===== src/design/srw_pkg.sv =====
// ----------------------------------------------------------------------------
// srw_pkg: shared types and constants of the serial packet rewriter
// Holds the configuration record, the register map, the micro-operation
// encoding and the microcode program that steps the datapath.
// ----------------------------------------------------------------------------
package srw_pkg;

  // Configuration register indices, in register-map order.
  typedef enum logic [2:0] {
    CFG_START_FIRST  = 3'd0,
    CFG_START_SECOND = 3'd1,
    CFG_FILL_BYTE3   = 3'd2,
    CFG_FILL_BYTE4   = 3'd3,
    CFG_FILL_BYTE8   = 3'd4,
    CFG_FILL_BYTE9   = 3'd5,
    CFG_TIMEOUT      = 3'd6
  } cfg_idx_e;

  localparam logic [7:0] START_FIRST_RST  = 8'h87;
  localparam logic [7:0] START_SECOND_RST = 8'hAA;
  localparam logic [7:0] FILL_BYTE3_RST   = 8'h15;
  localparam logic [7:0] FILL_BYTE4_RST   = 8'h6F;
  localparam logic [7:0] FILL_BYTE8_RST   = 8'h39;
  localparam logic [7:0] FILL_BYTE9_RST   = 8'h39;
  localparam logic [7:0] TIMEOUT_RST      = 8'd10;

  // Packet positions that are overwritten on a packet led by the first start byte.
  localparam int unsigned FILL_POS_A = 3;
  localparam int unsigned FILL_POS_B = 4;
  localparam int unsigned FILL_POS_C = 8;
  localparam int unsigned FILL_POS_D = 9;

  localparam logic [7:0] IDLE_SAT = 8'hFF;

  typedef struct packed {
    logic [7:0] start_first;
    logic [7:0] start_second;
    logic [7:0] fill_byte3;
    logic [7:0] fill_byte4;
    logic [7:0] fill_byte8;
    logic [7:0] fill_byte9;
    logic [7:0] timeout_ticks;
  } cfg_t;

  // Micro-operations carried out by the datapath.
  typedef enum logic [2:0] {
    UOP_NONE,
    UOP_DISPATCH,
    UOP_SUM_INIT,
    UOP_SUM_RD,
    UOP_SUM_ADD,
    UOP_OUT_INIT,
    UOP_OUT_RD,
    UOP_OUT_LD
  } uop_e;

  // Jump conditions tested by the sequencer.
  typedef enum logic [2:0] {
    JC_ALWAYS,
    JC_PKT_DONE,
    JC_SUM_END,
    JC_OUT_END,
    JC_SLOT_FREE
  } jcond_e;

  typedef logic [2:0] upc_t;

  typedef struct packed {
    logic   in_rdy;
    uop_e   op;
    jcond_e cond;
    upc_t   tgt_t;
    upc_t   tgt_f;
  } uword_t;

  // Control passed from the sequencer to the datapath.
  typedef struct packed {
    logic in_rdy;
    uop_e op;
  } ctrl_t;

  // Conditions reported by the datapath.
  typedef struct packed {
    logic pkt_done;
    logic sum_end;
    logic out_end;
    logic slot_free;
  } stat_t;

  localparam upc_t PC_WAIT     = 3'd0;
  localparam upc_t PC_SUM_INIT = 3'd1;
  localparam upc_t PC_SUM_RD   = 3'd2;
  localparam upc_t PC_SUM_ADD  = 3'd3;
  localparam upc_t PC_OUT_INIT = 3'd4;
  localparam upc_t PC_OUT_RD   = 3'd5;
  localparam upc_t PC_OUT_WAIT = 3'd6;
  localparam upc_t PC_OUT_LD   = 3'd7;

  // The microcode program.
  function automatic uword_t urom(upc_t pc);
    uword_t w;
    case (pc)
      PC_WAIT:     w = '{1'b1, UOP_DISPATCH, JC_PKT_DONE,  PC_SUM_INIT, PC_WAIT};
      PC_SUM_INIT: w = '{1'b0, UOP_SUM_INIT, JC_ALWAYS,    PC_SUM_RD,   PC_SUM_RD};
      PC_SUM_RD:   w = '{1'b0, UOP_SUM_RD,   JC_ALWAYS,    PC_SUM_ADD,  PC_SUM_ADD};
      PC_SUM_ADD:  w = '{1'b0, UOP_SUM_ADD,  JC_SUM_END,   PC_OUT_INIT, PC_SUM_RD};
      PC_OUT_INIT: w = '{1'b0, UOP_OUT_INIT, JC_ALWAYS,    PC_OUT_RD,   PC_OUT_RD};
      PC_OUT_RD:   w = '{1'b0, UOP_OUT_RD,   JC_ALWAYS,    PC_OUT_WAIT, PC_OUT_WAIT};
      PC_OUT_WAIT: w = '{1'b0, UOP_NONE,     JC_SLOT_FREE, PC_OUT_LD,   PC_OUT_WAIT};
      PC_OUT_LD:   w = '{1'b0, UOP_OUT_LD,   JC_OUT_END,   PC_WAIT,     PC_OUT_RD};
      default:     w = '{1'b0, UOP_NONE,     JC_ALWAYS,    PC_WAIT,     PC_WAIT};
    endcase
    return w;
  endfunction

endpackage


===== src/design/srw_in_if.sv =====
// ----------------------------------------------------------------------------
// srw_in_if: input channel of the serial packet rewriter
// Carries received bytes and millisecond ticks with a valid/ready handshake.
// ----------------------------------------------------------------------------
interface srw_in_if;
  logic       valid;
  logic       ready;
  logic       command;
  logic [7:0] in_byte;

  modport source (output valid, output command, output in_byte, input ready);
  modport sink   (input valid, input command, input in_byte, output ready);
endinterface


===== src/design/srw_out_if.sv =====
// ----------------------------------------------------------------------------
// srw_out_if: output channel of the serial packet rewriter
// Carries forwarded packet bytes with a last-byte marker.
// ----------------------------------------------------------------------------
interface srw_out_if;
  logic       valid;
  logic       ready;
  logic [7:0] out_byte;
  logic       out_last;

  modport source (output valid, output out_byte, output out_last, input ready);
  modport sink   (input valid, input out_byte, input out_last, output ready);
endinterface


===== src/design/srw_ram.sv =====
// ----------------------------------------------------------------------------
// srw_ram: generic single-write, single-read RAM
// One write port and one read port with registered read data.
// ----------------------------------------------------------------------------
module srw_ram #(
  parameter int unsigned WIDTH = 8,
  parameter int unsigned DEPTH = 12
) (
  input  logic                     clk_i,
  input  logic                     we_i,
  input  logic [$clog2(DEPTH)-1:0] waddr_i,
  input  logic [WIDTH-1:0]         wdata_i,
  input  logic                     re_i,
  input  logic [$clog2(DEPTH)-1:0] raddr_i,
  output logic [WIDTH-1:0]         rdata_o
);

  logic [WIDTH-1:0] mem_q [DEPTH];
  logic [WIDTH-1:0] rdata_q;

  always_ff @(posedge clk_i) begin
    if (we_i) begin
      mem_q[waddr_i] <= wdata_i;
    end
    if (re_i) begin
      rdata_q <= mem_q[raddr_i];
    end
  end

  assign rdata_o = rdata_q;

endmodule


===== src/design/srw_useq.sv =====
// ----------------------------------------------------------------------------
// srw_useq: microcode sequencer
// Steps through the program held in the package and issues one control
// word per cycle, jumping on the conditions reported by the datapath.
// ----------------------------------------------------------------------------
module srw_useq (
  input  logic            clk_i,
  input  logic            rst_ni,
  input  srw_pkg::stat_t  stat_i,
  output srw_pkg::ctrl_t  ctrl_o
);

  srw_pkg::upc_t   pc_q, pc_d;
  srw_pkg::uword_t word;
  logic            take;

  assign word = srw_pkg::urom(pc_q);

  always_comb begin
    case (word.cond)
      srw_pkg::JC_ALWAYS:    take = 1'b1;
      srw_pkg::JC_PKT_DONE:  take = stat_i.pkt_done;
      srw_pkg::JC_SUM_END:   take = stat_i.sum_end;
      srw_pkg::JC_OUT_END:   take = stat_i.out_end;
      srw_pkg::JC_SLOT_FREE: take = stat_i.slot_free;
      default:               take = 1'b1;
    endcase
    pc_d = take ? word.tgt_t : word.tgt_f;
  end

  always_ff @(posedge clk_i or negedge rst_ni) begin
    if (!rst_ni) begin
      pc_q <= srw_pkg::PC_WAIT;
    end else begin
      pc_q <= pc_d;
    end
  end

  assign ctrl_o.in_rdy = word.in_rdy;
  assign ctrl_o.op     = word.op;

endmodule


===== src/design/srw_dp.sv =====
// ----------------------------------------------------------------------------
// srw_dp: datapath of the serial packet rewriter
// Packet store, hunt and collection state, idle timer, checksum
// accumulator and the output register, all driven by micro-operations.
// ----------------------------------------------------------------------------
module srw_dp #(
  parameter int unsigned PACKET_LENGTH = 12
) (
  input  logic           clk_i,
  input  logic           rst_ni,
  input  srw_pkg::ctrl_t ctrl_i,
  input  srw_pkg::cfg_t  cfg_i,
  input  logic           in_valid_i,
  input  logic           command_i,
  input  logic [7:0]     in_byte_i,
  input  logic           out_ready_i,
  output logic           out_valid_o,
  output logic [7:0]     out_byte_o,
  output logic           out_last_o,
  output srw_pkg::stat_t stat_o
);

  localparam int unsigned AW = $clog2(PACKET_LENGTH);
  localparam int unsigned CW = $clog2(PACKET_LENGTH + 1);
  localparam logic [AW-1:0] IDX_LAST = AW'(PACKET_LENGTH - 1);
  localparam logic [AW-1:0] IDX_SUM_END = AW'(PACKET_LENGTH - 2);
  localparam logic [CW-1:0] CNT_FINAL = CW'(PACKET_LENGTH - 1);

  logic          hunting_q, hunting_d;
  logic          expect_q, expect_d;
  logic [CW-1:0] cnt_q, cnt_d;
  logic [7:0]    idle_q, idle_d;
  logic [7:0]    sum_q, sum_d;
  logic [AW-1:0] idx_q, idx_d;
  logic [7:0]    first_q, first_d;
  logic          out_valid_q, out_valid_d;
  logic [7:0]    out_byte_q, out_byte_d;
  logic          out_last_q, out_last_d;

  logic          dispatch;
  logic [7:0]    want;
  logic [7:0]    idle_inc;
  logic          ram_we;
  logic [AW-1:0] ram_waddr;
  logic          ram_re;
  logic [7:0]    ram_rdata;
  logic [7:0]    rw_val;
  logic          rewrite;
  logic [7:0]    neg_sum;

  assign dispatch = (ctrl_i.op == srw_pkg::UOP_DISPATCH) && ctrl_i.in_rdy && in_valid_i;
  assign want     = expect_q ? cfg_i.start_second : cfg_i.start_first;
  assign idle_inc = (idle_q == srw_pkg::IDLE_SAT) ? idle_q : idle_q + 8'd1;
  assign rewrite  = (first_q == cfg_i.start_first);
  assign neg_sum  = 8'd0 - sum_q;

  // Stored byte with the fill registers substituted where they apply.
  always_comb begin
    rw_val = ram_rdata;
    if (rewrite) begin
      if (idx_q == AW'(srw_pkg::FILL_POS_A)) begin
        rw_val = cfg_i.fill_byte3;
      end else if (idx_q == AW'(srw_pkg::FILL_POS_B)) begin
        rw_val = cfg_i.fill_byte4;
      end else if (idx_q == AW'(srw_pkg::FILL_POS_C)) begin
        rw_val = cfg_i.fill_byte8;
      end else if (idx_q == AW'(srw_pkg::FILL_POS_D)) begin
        rw_val = cfg_i.fill_byte9;
      end
    end
  end

  assign ram_waddr = hunting_q ? '0 : cnt_q[AW-1:0];
  assign ram_we    = dispatch && !command_i && (!hunting_q || (in_byte_i == want));
  assign ram_re    = (ctrl_i.op == srw_pkg::UOP_SUM_RD) || (ctrl_i.op == srw_pkg::UOP_OUT_RD);

  srw_ram #(
    .WIDTH (8),
    .DEPTH (PACKET_LENGTH)
  ) u_store (
    .clk_i   (clk_i),
    .we_i    (ram_we),
    .waddr_i (ram_waddr),
    .wdata_i (in_byte_i),
    .re_i    (ram_re),
    .raddr_i (idx_q),
    .rdata_o (ram_rdata)
  );

  always_comb begin
    hunting_d   = hunting_q;
    expect_d    = expect_q;
    cnt_d       = cnt_q;
    idle_d      = idle_q;
    sum_d       = sum_q;
    idx_d       = idx_q;
    first_d     = first_q;
    out_valid_d = out_valid_q && !out_ready_i;
    out_byte_d  = out_byte_q;
    out_last_d  = out_last_q;

    case (ctrl_i.op)
      srw_pkg::UOP_DISPATCH: begin
        if (dispatch) begin
          if (command_i) begin
            if (!hunting_q) begin
              if (idle_inc >= cfg_i.timeout_ticks) begin
                hunting_d = 1'b1;
                expect_d  = !expect_q;
                cnt_d     = '0;
                idle_d    = '0;
              end else begin
                idle_d = idle_inc;
              end
            end
          end else if (hunting_q) begin
            if (in_byte_i == want) begin
              first_d   = in_byte_i;
              cnt_d     = CW'(1);
              idle_d    = '0;
              hunting_d = 1'b0;
            end
          end else if (cnt_q == CNT_FINAL) begin
            hunting_d = 1'b1;
            expect_d  = !expect_q;
            cnt_d     = '0;
            idle_d    = '0;
          end else begin
            cnt_d  = cnt_q + CW'(1);
            idle_d = '0;
          end
        end
      end
      srw_pkg::UOP_SUM_INIT: begin
        idx_d = '0;
        sum_d = '0;
      end
      srw_pkg::UOP_SUM_ADD: begin
        sum_d = sum_q + rw_val;
        idx_d = idx_q + AW'(1);
      end
      srw_pkg::UOP_OUT_INIT: begin
        idx_d = '0;
      end
      srw_pkg::UOP_OUT_LD: begin
        out_valid_d = 1'b1;
        out_last_d  = (idx_q == IDX_LAST);
        out_byte_d  = (idx_q == IDX_LAST) ? {1'b0, neg_sum[6:0]} : rw_val;
        idx_d       = idx_q + AW'(1);
      end
      default: begin
      end
    endcase
  end

  always_ff @(posedge clk_i or negedge rst_ni) begin
    if (!rst_ni) begin
      hunting_q   <= 1'b1;
      expect_q    <= 1'b0;
      cnt_q       <= '0;
      idle_q      <= '0;
      sum_q       <= '0;
      idx_q       <= '0;
      out_valid_q <= 1'b0;
    end else begin
      hunting_q   <= hunting_d;
      expect_q    <= expect_d;
      cnt_q       <= cnt_d;
      idle_q      <= idle_d;
      sum_q       <= sum_d;
      idx_q       <= idx_d;
      out_valid_q <= out_valid_d;
    end
  end

  always_ff @(posedge clk_i) begin
    first_q    <= first_d;
    out_byte_q <= out_byte_d;
    out_last_q <= out_last_d;
  end

  assign stat_o.pkt_done  = dispatch && !command_i && !hunting_q && (cnt_q == CNT_FINAL);
  assign stat_o.sum_end   = (idx_q == IDX_SUM_END);
  assign stat_o.out_end   = (idx_q == IDX_LAST);
  assign stat_o.slot_free = !out_valid_q || out_ready_i;

  assign out_valid_o = out_valid_q;
  assign out_byte_o  = out_byte_q;
  assign out_last_o  = out_last_q;

endmodule


===== src/design/serial_packet_rewriter_core.sv =====
// ----------------------------------------------------------------------------
// serial_packet_rewriter_core: serial packet hunter, rewriter and forwarder
// Collects fixed-length packets from a byte stream, rewrites selected bytes
// and emits each packet with a fresh 7-bit checksum in its final byte.
// ----------------------------------------------------------------------------
// Usage. The input channel in_ch carries one item per transfer: command 0
// brings a received byte in in_byte, command 1 marks one millisecond tick.
// The output channel out_ch returns packet bytes in order, with out_last set
// on the final checksum byte. Both channels transfer when valid and ready are
// high at a rising clock edge.
// Timing. A byte or tick that does not complete a packet leaves the program
// in its waiting step, so such items may arrive back to back. The item that
// completes a packet starts the emit program: a checksum pass that reads and
// adds each of the first PACKET_LENGTH-1 stored bytes in turn, then a read,
// a wait for a free output slot and a load for each output byte. The single
// read port of the packet store and the microcode steps set this sequence.
// No input is taken while a packet is being emitted.
// Stalls. A stalled receiver holds the current result in the output
// register; the program waits before loading the next byte.
// Reset. rst_ni clears the sequencer, the hunt state and the idle timer and
// loads the configuration registers with their defaults; the block then hunts
// for the first start byte.
// ----------------------------------------------------------------------------
module serial_packet_rewriter_core #(
  parameter int unsigned PACKET_LENGTH = 12
) (
  input  logic       clk_i,
  input  logic       rst_ni,
  srw_in_if.sink     in_ch,
  srw_out_if.source  out_ch,
  input  logic       cfg_we_i,
  input  logic [2:0] cfg_idx_i,
  input  logic [7:0] cfg_data_i
);

  srw_pkg::cfg_t  cfg_q, cfg_d;
  srw_pkg::ctrl_t ctrl;
  srw_pkg::stat_t stat;

  // Configuration register file. Writes to an index beyond the map are
  // ignored, as the default arm leaves every register unchanged.
  always_comb begin
    cfg_d = cfg_q;
    if (cfg_we_i) begin
      case (cfg_idx_i)
        srw_pkg::CFG_START_FIRST:  cfg_d.start_first   = cfg_data_i;
        srw_pkg::CFG_START_SECOND: cfg_d.start_second  = cfg_data_i;
        srw_pkg::CFG_FILL_BYTE3:   cfg_d.fill_byte3    = cfg_data_i;
        srw_pkg::CFG_FILL_BYTE4:   cfg_d.fill_byte4    = cfg_data_i;
        srw_pkg::CFG_FILL_BYTE8:   cfg_d.fill_byte8    = cfg_data_i;
        srw_pkg::CFG_FILL_BYTE9:   cfg_d.fill_byte9    = cfg_data_i;
        srw_pkg::CFG_TIMEOUT:      cfg_d.timeout_ticks = cfg_data_i;
        default: begin
        end
      endcase
    end
  end

  always_ff @(posedge clk_i or negedge rst_ni) begin
    if (!rst_ni) begin
      cfg_q.start_first   <= srw_pkg::START_FIRST_RST;
      cfg_q.start_second  <= srw_pkg::START_SECOND_RST;
      cfg_q.fill_byte3    <= srw_pkg::FILL_BYTE3_RST;
      cfg_q.fill_byte4    <= srw_pkg::FILL_BYTE4_RST;
      cfg_q.fill_byte8    <= srw_pkg::FILL_BYTE8_RST;
      cfg_q.fill_byte9    <= srw_pkg::FILL_BYTE9_RST;
      cfg_q.timeout_ticks <= srw_pkg::TIMEOUT_RST;
    end else begin
      cfg_q <= cfg_d;
    end
  end

  // The sequencer walks the microcode program; its waiting step is the only
  // one that raises ready on the input channel.
  srw_useq u_useq (
    .clk_i  (clk_i),
    .rst_ni (rst_ni),
    .stat_i (stat),
    .ctrl_o (ctrl)
  );

  // The datapath holds the packet store, hunt state, timer, checksum and the
  // output register that decouples the receiver from the program.
  srw_dp #(
    .PACKET_LENGTH (PACKET_LENGTH)
  ) u_dp (
    .clk_i       (clk_i),
    .rst_ni      (rst_ni),
    .ctrl_i      (ctrl),
    .cfg_i       (cfg_q),
    .in_valid_i  (in_ch.valid),
    .command_i   (in_ch.command),
    .in_byte_i   (in_ch.in_byte),
    .out_ready_i (out_ch.ready),
    .out_valid_o (out_ch.valid),
    .out_byte_o  (out_ch.out_byte),
    .out_last_o  (out_ch.out_last),
    .stat_o      (stat)
  );

  assign in_ch.ready = ctrl.in_rdy;

endmodule

===== src/flat_wrapper.sv =====
// flat-port wrapper written by rule: the top's interface ports become plain ports
module serial_packet_rewriter_core_flat 
#(
  parameter int unsigned PACKET_LENGTH = 12
)
  (clk_i, rst_ni, cfg_we_i, cfg_idx_i, cfg_data_i, in_ch_valid, in_ch_command, in_ch_in_byte, in_ch_ready, out_ch_valid, out_ch_out_byte, out_ch_out_last, out_ch_ready);
  srw_in_if in_ch_i ();
  srw_out_if out_ch_i ();
  input  logic clk_i;
  input  logic rst_ni;
  input  logic cfg_we_i;
  input  logic [2:0] cfg_idx_i;
  input  logic [7:0] cfg_data_i;
  input wire logic [$bits(in_ch_i.valid)-1:0] in_ch_valid;
  input wire logic [$bits(in_ch_i.command)-1:0] in_ch_command;
  input wire logic [$bits(in_ch_i.in_byte)-1:0] in_ch_in_byte;
  output wire logic [$bits(in_ch_i.ready)-1:0] in_ch_ready;
  output wire logic [$bits(out_ch_i.valid)-1:0] out_ch_valid;
  output wire logic [$bits(out_ch_i.out_byte)-1:0] out_ch_out_byte;
  output wire logic [$bits(out_ch_i.out_last)-1:0] out_ch_out_last;
  input wire logic [$bits(out_ch_i.ready)-1:0] out_ch_ready;
  assign in_ch_i.valid = in_ch_valid;
  assign in_ch_i.command = in_ch_command;
  assign in_ch_i.in_byte = in_ch_in_byte;
  assign in_ch_ready = in_ch_i.ready;
  assign out_ch_valid = out_ch_i.valid;
  assign out_ch_out_byte = out_ch_i.out_byte;
  assign out_ch_out_last = out_ch_i.out_last;
  assign out_ch_i.ready = out_ch_ready;
  serial_packet_rewriter_core #(.PACKET_LENGTH(PACKET_LENGTH)) u_core (.clk_i(clk_i), .rst_ni(rst_ni), .in_ch(in_ch_i), .out_ch(out_ch_i), .cfg_we_i(cfg_we_i), .cfg_idx_i(cfg_idx_i), .cfg_data_i(cfg_data_i));
endmodule

===== config.mk =====
export PLATFORM = sky130hd
export DESIGN_NAME = serial_packet_rewriter_core_flat
export DESIGN_NICKNAME = d
export VERILOG_FILES = /design/src/design/srw_pkg.sv /design/src/design/srw_in_if.sv /design/src/design/srw_out_if.sv /design/src/design/srw_ram.sv /design/src/design/srw_useq.sv /design/src/design/srw_dp.sv /design/src/design/serial_packet_rewriter_core.sv /design/src/flat_wrapper.sv
export SDC_FILE = /design/constraint.sdc
export NUM_CORES = 1
export LEC_CHECK = 0
export BUFFER_PORTS_ARGS = -buffer_cell sky130_fd_sc_hd__buf_2
export CAP_MARGIN = 20
export CORE_MARGIN = 3
export CORE_UTILIZATION = 50
export CTS_BUF_LIST = sky130_fd_sc_hd__clkbuf_16
export CTS_CLUSTER_SIZE = 10
export DETAILED_ROUTE_END_ITERATION = 6
export PLACE_DENSITY = 0.67
export RECOVER_POWER = 100
export SLEW_MARGIN = 20
export SYNTH_ARGS = -nofsm -noshare
export SYNTH_HDL_FRONTEND = slang
export SYNTH_SLANG_ARGS = --single-unit

===== constraint.sdc =====
create_clock -name clk_i -period 6.6 [get_ports clk_i]
set_input_delay 1.32 -clock clk_i [delete_from_list [all_inputs] [get_ports clk_i]]
set_output_delay 1.32 -clock clk_i [all_outputs]
set_load 0.02 [all_outputs]

==> results.sh <==
export IMPL_status="finished with violations"
export IMPL_violations="max-capacitance violations, max-slew violations"
export IMPL_cts_inserted_buffers=25
export IMPL_synth_fp_nets=797
export IMPL_insertedDiodeCount=0
export IMPL_die_w_um=146
export IMPL_cts_tree="built"
export IMPL_die_y_um=146
export IMPL_cp_data_required_time_ns=6.69
export IMPL_synthArstFlopShare_pct=41.3
export IMPL_cp_slowest_stage_delay_ns=1.91
export IMPL_row_count=50
export IMPL_syn_cell_area_mm2=0.00982
export IMPL_clk_pin_slew_ns=0.05
export IMPL_grt_first_pass_wirelength_mm=33.8
export IMPL_slew_headroom_pct=-69.2
export IMPL_ys_ff_latch=206
export IMPL_p_int_mw=2.90
export IMPL_min_period_over_period_pct=70.2
export IMPL_ctsHoldBuffers=0
export IMPL_root_buffer="clkbuf_16"
export IMPL_grt_pass1_vias=6302
export IMPL_top_layer="met4"
export IMPL_switchingPower_mw=1.46
export IMPL_rr_startpoint="u_core.u_dp.idx_q[0]$_DFFE_PN0P_"
export IMPL_crit_path_max_fanout=48
export IMPL_hpwl_mm=14.3
export IMPL_final_antenna_net_count=0
export IMPL_die_area_mm2=0.0214
export IMPL_crit_top_cell="clkbuf_1"
export IMPL_timing_rr_end="u_core.u_dp.sum_q[6]$_DFFE_PN0P_"
export IMPL_instances_no_fill=1063
export IMPL_min_from="u_core.cfg_q[6]$_DFFE_PN0P_"
export IMPL_leakagePower_nw=4.05
export IMPL_htreeDepth=1
export IMPL_yosysUniqueCellTypes=64
export IMPL_final_area_mm2=0.0109
export IMPL_cts_max_path_buffers=3
export IMPL_wl_met1_mm=8.71
export IMPL_finalWirelength_mm=20.4
export IMPL_setup_viol=0
export IMPL_area_growth_pct=11.1
export IMPL_finalHoldViolations=0
export IMPL_final_setup_tns_ns=0
export IMPL_ys_seq_area_share_pct=59.0
export IMPL_seq_power_share_pct=41.6
export IMPL_crit_buf_inv=2
export IMPL_nets=835
export IMPL_grt_max_degree=49
export IMPL_yosysWarnings=0
export IMPL_worst_hold_path_endpoint="u_core.cfg_q[6]$_DFFE_PN0P_"
export IMPL_portBuffers=35
export IMPL_wl_per_cell_um=19.2
export IMPL_rsz0062_at_grt="no"
export IMPL_slew_violations=113
export IMPL_fmax_mhz=216
export IMPL_cts_setup_buffers=0
export IMPL_cts_sink_count=206
export IMPL_io_pins=36
export IMPL_drtIter0Drc=371
export IMPL_postPlaceCellArea_mm2=0.0103
export IMPL_cpMaxStageDelayCell="clkbuf_1"
export IMPL_place_gp_congestion=0.915
export IMPL_ir_drop_mv=0.281
export IMPL_grt_util_all_layers_pct=19.6
export IMPL_arrival_ns=4.72
export IMPL_max_cap_violations=3
export IMPL_wl_met2_mm=10.2
export IMPL_overflow=0
export IMPL_synth_edf_count=121
export IMPL_vias=6135
export IMPL_fillers=1608
export IMPL_place_inst=1018
export IMPL_layout_min_cycle_time_ns=4.63
export IMPL_start_util_pct=51.7
export IMPL_worstSetupStartpointType="primary input"
export IMPL_synth_flop_cell="edfxtp_1"
export IMPL_antenna_found_initial=0
export IMPL_cpLargestDelayFamily="buffers and inverters"
export IMPL_insertion_delay_ns=0.52
export IMPL_crit_chain="clkbuf_1 -> clkbuf_1"
export IMPL_switching_share_pct=33.6
export IMPL_hp_class="reg2reg"
export IMPL_p_comb_share_pct=31.2
export IMPL_drcViolationCount=0
export IMPL_syn_avg_cell_area_um2=13.2
export IMPL_post_route_cells_drive_above_1_share_pct=19.9
export IMPL_worst_slew_pin_slew_ns=2.54
export IMPL_reg2reg_depth=16
export IMPL_met3_length_mm=1.00
export IMPL_viasPerCell=5.77
export IMPL_p_per_area_mw_per_mm2=399
export IMPL_syn_inst=747
export IMPL_reg2reg_setup_slack_ns=2.68
export IMPL_postCtsResizedCells=0
export IMPL_path_class="in2async"
export IMPL_core_area_mm2=0.0190
export IMPL_first_pass_iters=5
export IMPL_min_path_cells=1
export IMPL_clockPowerShare_pct=27.2
export IMPL_skew_ns=0.0112
export IMPL_end_kind="async pin"
[per-layer routing]
layer	global-route usage, %	vias to the layer above
met3	3.20	43
met4	6.40	0
met5	0	-
met1	26.2	3060
met2	32.9	166
li1	-	2866
[power by group through the flow]
| stage | Sequential [mW] | Combinational, mW | Clock [mW] |
|---|---|---|---|
| 4_1_cts | 1.81 | 1.38 | 1.21 |
| 3_5_place_dp | 1.84 | 1.37 | 0 |
| 2_1_floorplan | 1.74 | 1.10 | 0 |
| 3_3_place_gp | 1.83 | 1.34 | 0 |
| 5_1_grt | 1.84 | 1.53 | 1.27 |
| 6_report | 1.81 | 1.36 | 1.18 |
[synthesized netlist by cell type (all sizes together), types with 3 or more instances]
cell      n  area [um2]
dfstp    28         736
nand3    11        55.1
a22o      3        26.3
a31oi     6        37.5
a211oi    8        60.1
mux4     24         541
o21ai    39         195
a311oi    5        43.8
edfxtp  121        3630
nand3b    5        37.5
clkbuf   24        90.1
nand2b    8        50.1
nand2    54         203
nor3b     7        62.6
o22ai     3        18.8
mux2i    20         200
nor2     49         184
nor2b    12        75.1
o221ai    3        26.3
a21o      4        30.0
ha       24         300
buf       8        42.5
a21oi    29         145
o31ai     6        45.0
nand4b    3        26.3
mux2     59         664
and2      3        18.8
nor3     11        55.1
nand4     5        31.3
xor2      8        70.1
nor4      4        25.0
and3b     3        26.3
or3       4        25.0
xnor2    23         201
and3      4        25.0
dfrtp    57        1430
inv      29         109
o21bai    4        30.0
or2       3        21.3
[state kept, by name, summed over array words and instances, names as in the netlist]
signal / flops
u_core.u_dp.out_last_o: 1
u_core.u_dp.out_valid_o: 1
u_core.u_dp.expect_q: 1
u_core.u_dp.idle_q: 8
u_core.u_dp.first_q: 8
u_core.u_dp.u_store.rdata_o: 8
u_core.u_dp.hunting_q: 1
u_core.u_dp.idx_q: 4
u_core.u_dp.out_byte_o: 8
u_core.cfg_q: 56
u_core.u_useq.pc_q: 3
u_core.u_dp.cnt_q: 4
u_core.u_dp.sum_q: 7
u_core.u_dp.u_store.mem_q: 96
[stage by stage]
stage / hold slack [ns] / power, mW / setup slack (ns) / util (%)
floorplan: 0.471 / 2.85 / 2.84 / -
global placement: 0.493 / 3.18 / 2.88 / 53.9
detailed placement: 0.504 / 3.20 / 2.69 / 53.9
CTS: 0.516 / 4.40 / 2.67 / 57.7
global route: 0.530 / 4.63 / 1.18 / 57.4
finish: 0.511 / 4.36 / 1.97 / 57.4
[cell families (layout without fill, tap and decap cells)]
family | after synthesis | after routing | synth area share [%]
and+or+nand+nor | 190 | 190 | 9.76
DFF | 206 | 206 | 59.0
buffers and inverters | 63 | 119 | 2.53
adders and majority gates | 25 | 25 | 3.26
AOI/OAI and AO/OA | 129 | 129 | 8.38
muxes | 103 | 103 | 14.3
xor gates and xnor gates | 31 | 31 | 2.76
[how the worst max path moves through the flow]
stage,start,end,slack (ns),cells past startpoint
after floorplan,u_core.u_dp.idx_q[0]$_DFFE_PN0P_,u_core.u_dp.sum_q[6]$_DFFE_PN0P_,2.84,18
after global placement,u_core.u_dp.idx_q[0]$_DFFE_PN0P_,u_core.u_dp.sum_q[6]$_DFFE_PN0P_,2.88,16
after detailed placement,u_core.u_dp.idx_q[0]$_DFFE_PN0P_,u_core.u_dp.sum_q[6]$_DFFE_PN0P_,2.69,16
after CTS,u_core.u_dp.idx_q[0]$_DFFE_PN0P_,u_core.u_dp.sum_q[6]$_DFFE_PN0P_,2.67,16
after global routing,rst_ni,u_core.u_dp.cnt_q[2]$_DFFE_PN0P_,1.18,2
final,rst_ni,u_core.u_dp.cnt_q[3]$_DFFE_PN0P_,1.97,2
[layout make-up]
class	instances	area (um2)	share of cell area, %
clock buffers	25	626	5.73
well taps	260	325	2.98
inverters	31	116	1.07
clock inverters	20	95.1	0.872
repair buffers	43	183	1.67
flip-flops and latches	206	5800	53.1
multi-input cells	478	3770	34.5
[cell usage in the layout, fill, tap and decap left out, types with 5 or more instances in the layout]
cell type	count
edfxtp_1	121
mux2_2	58
dfrtp_1	57
nand2_1	54
nor2_1	49
inv_1	44
o21ai_0	39
a21oi_1	29
clkbuf_1	28
dfstp_2	28
clkbuf_16	25
mux4_2	24
ha_1	24
xnor2_1	23
mux2i_1	20
buf_2	14
nor2b_1	12
nor3_1	11
nand3_1	11
nand2b_1	8
a211oi_1	8
xor2_1	8
nor3b_1	7
o31ai_1	6
a31oi_1	6
nand4_1	5
nand3b_1	5
a311oi_1	5
(Power assumes the default switching activity.)
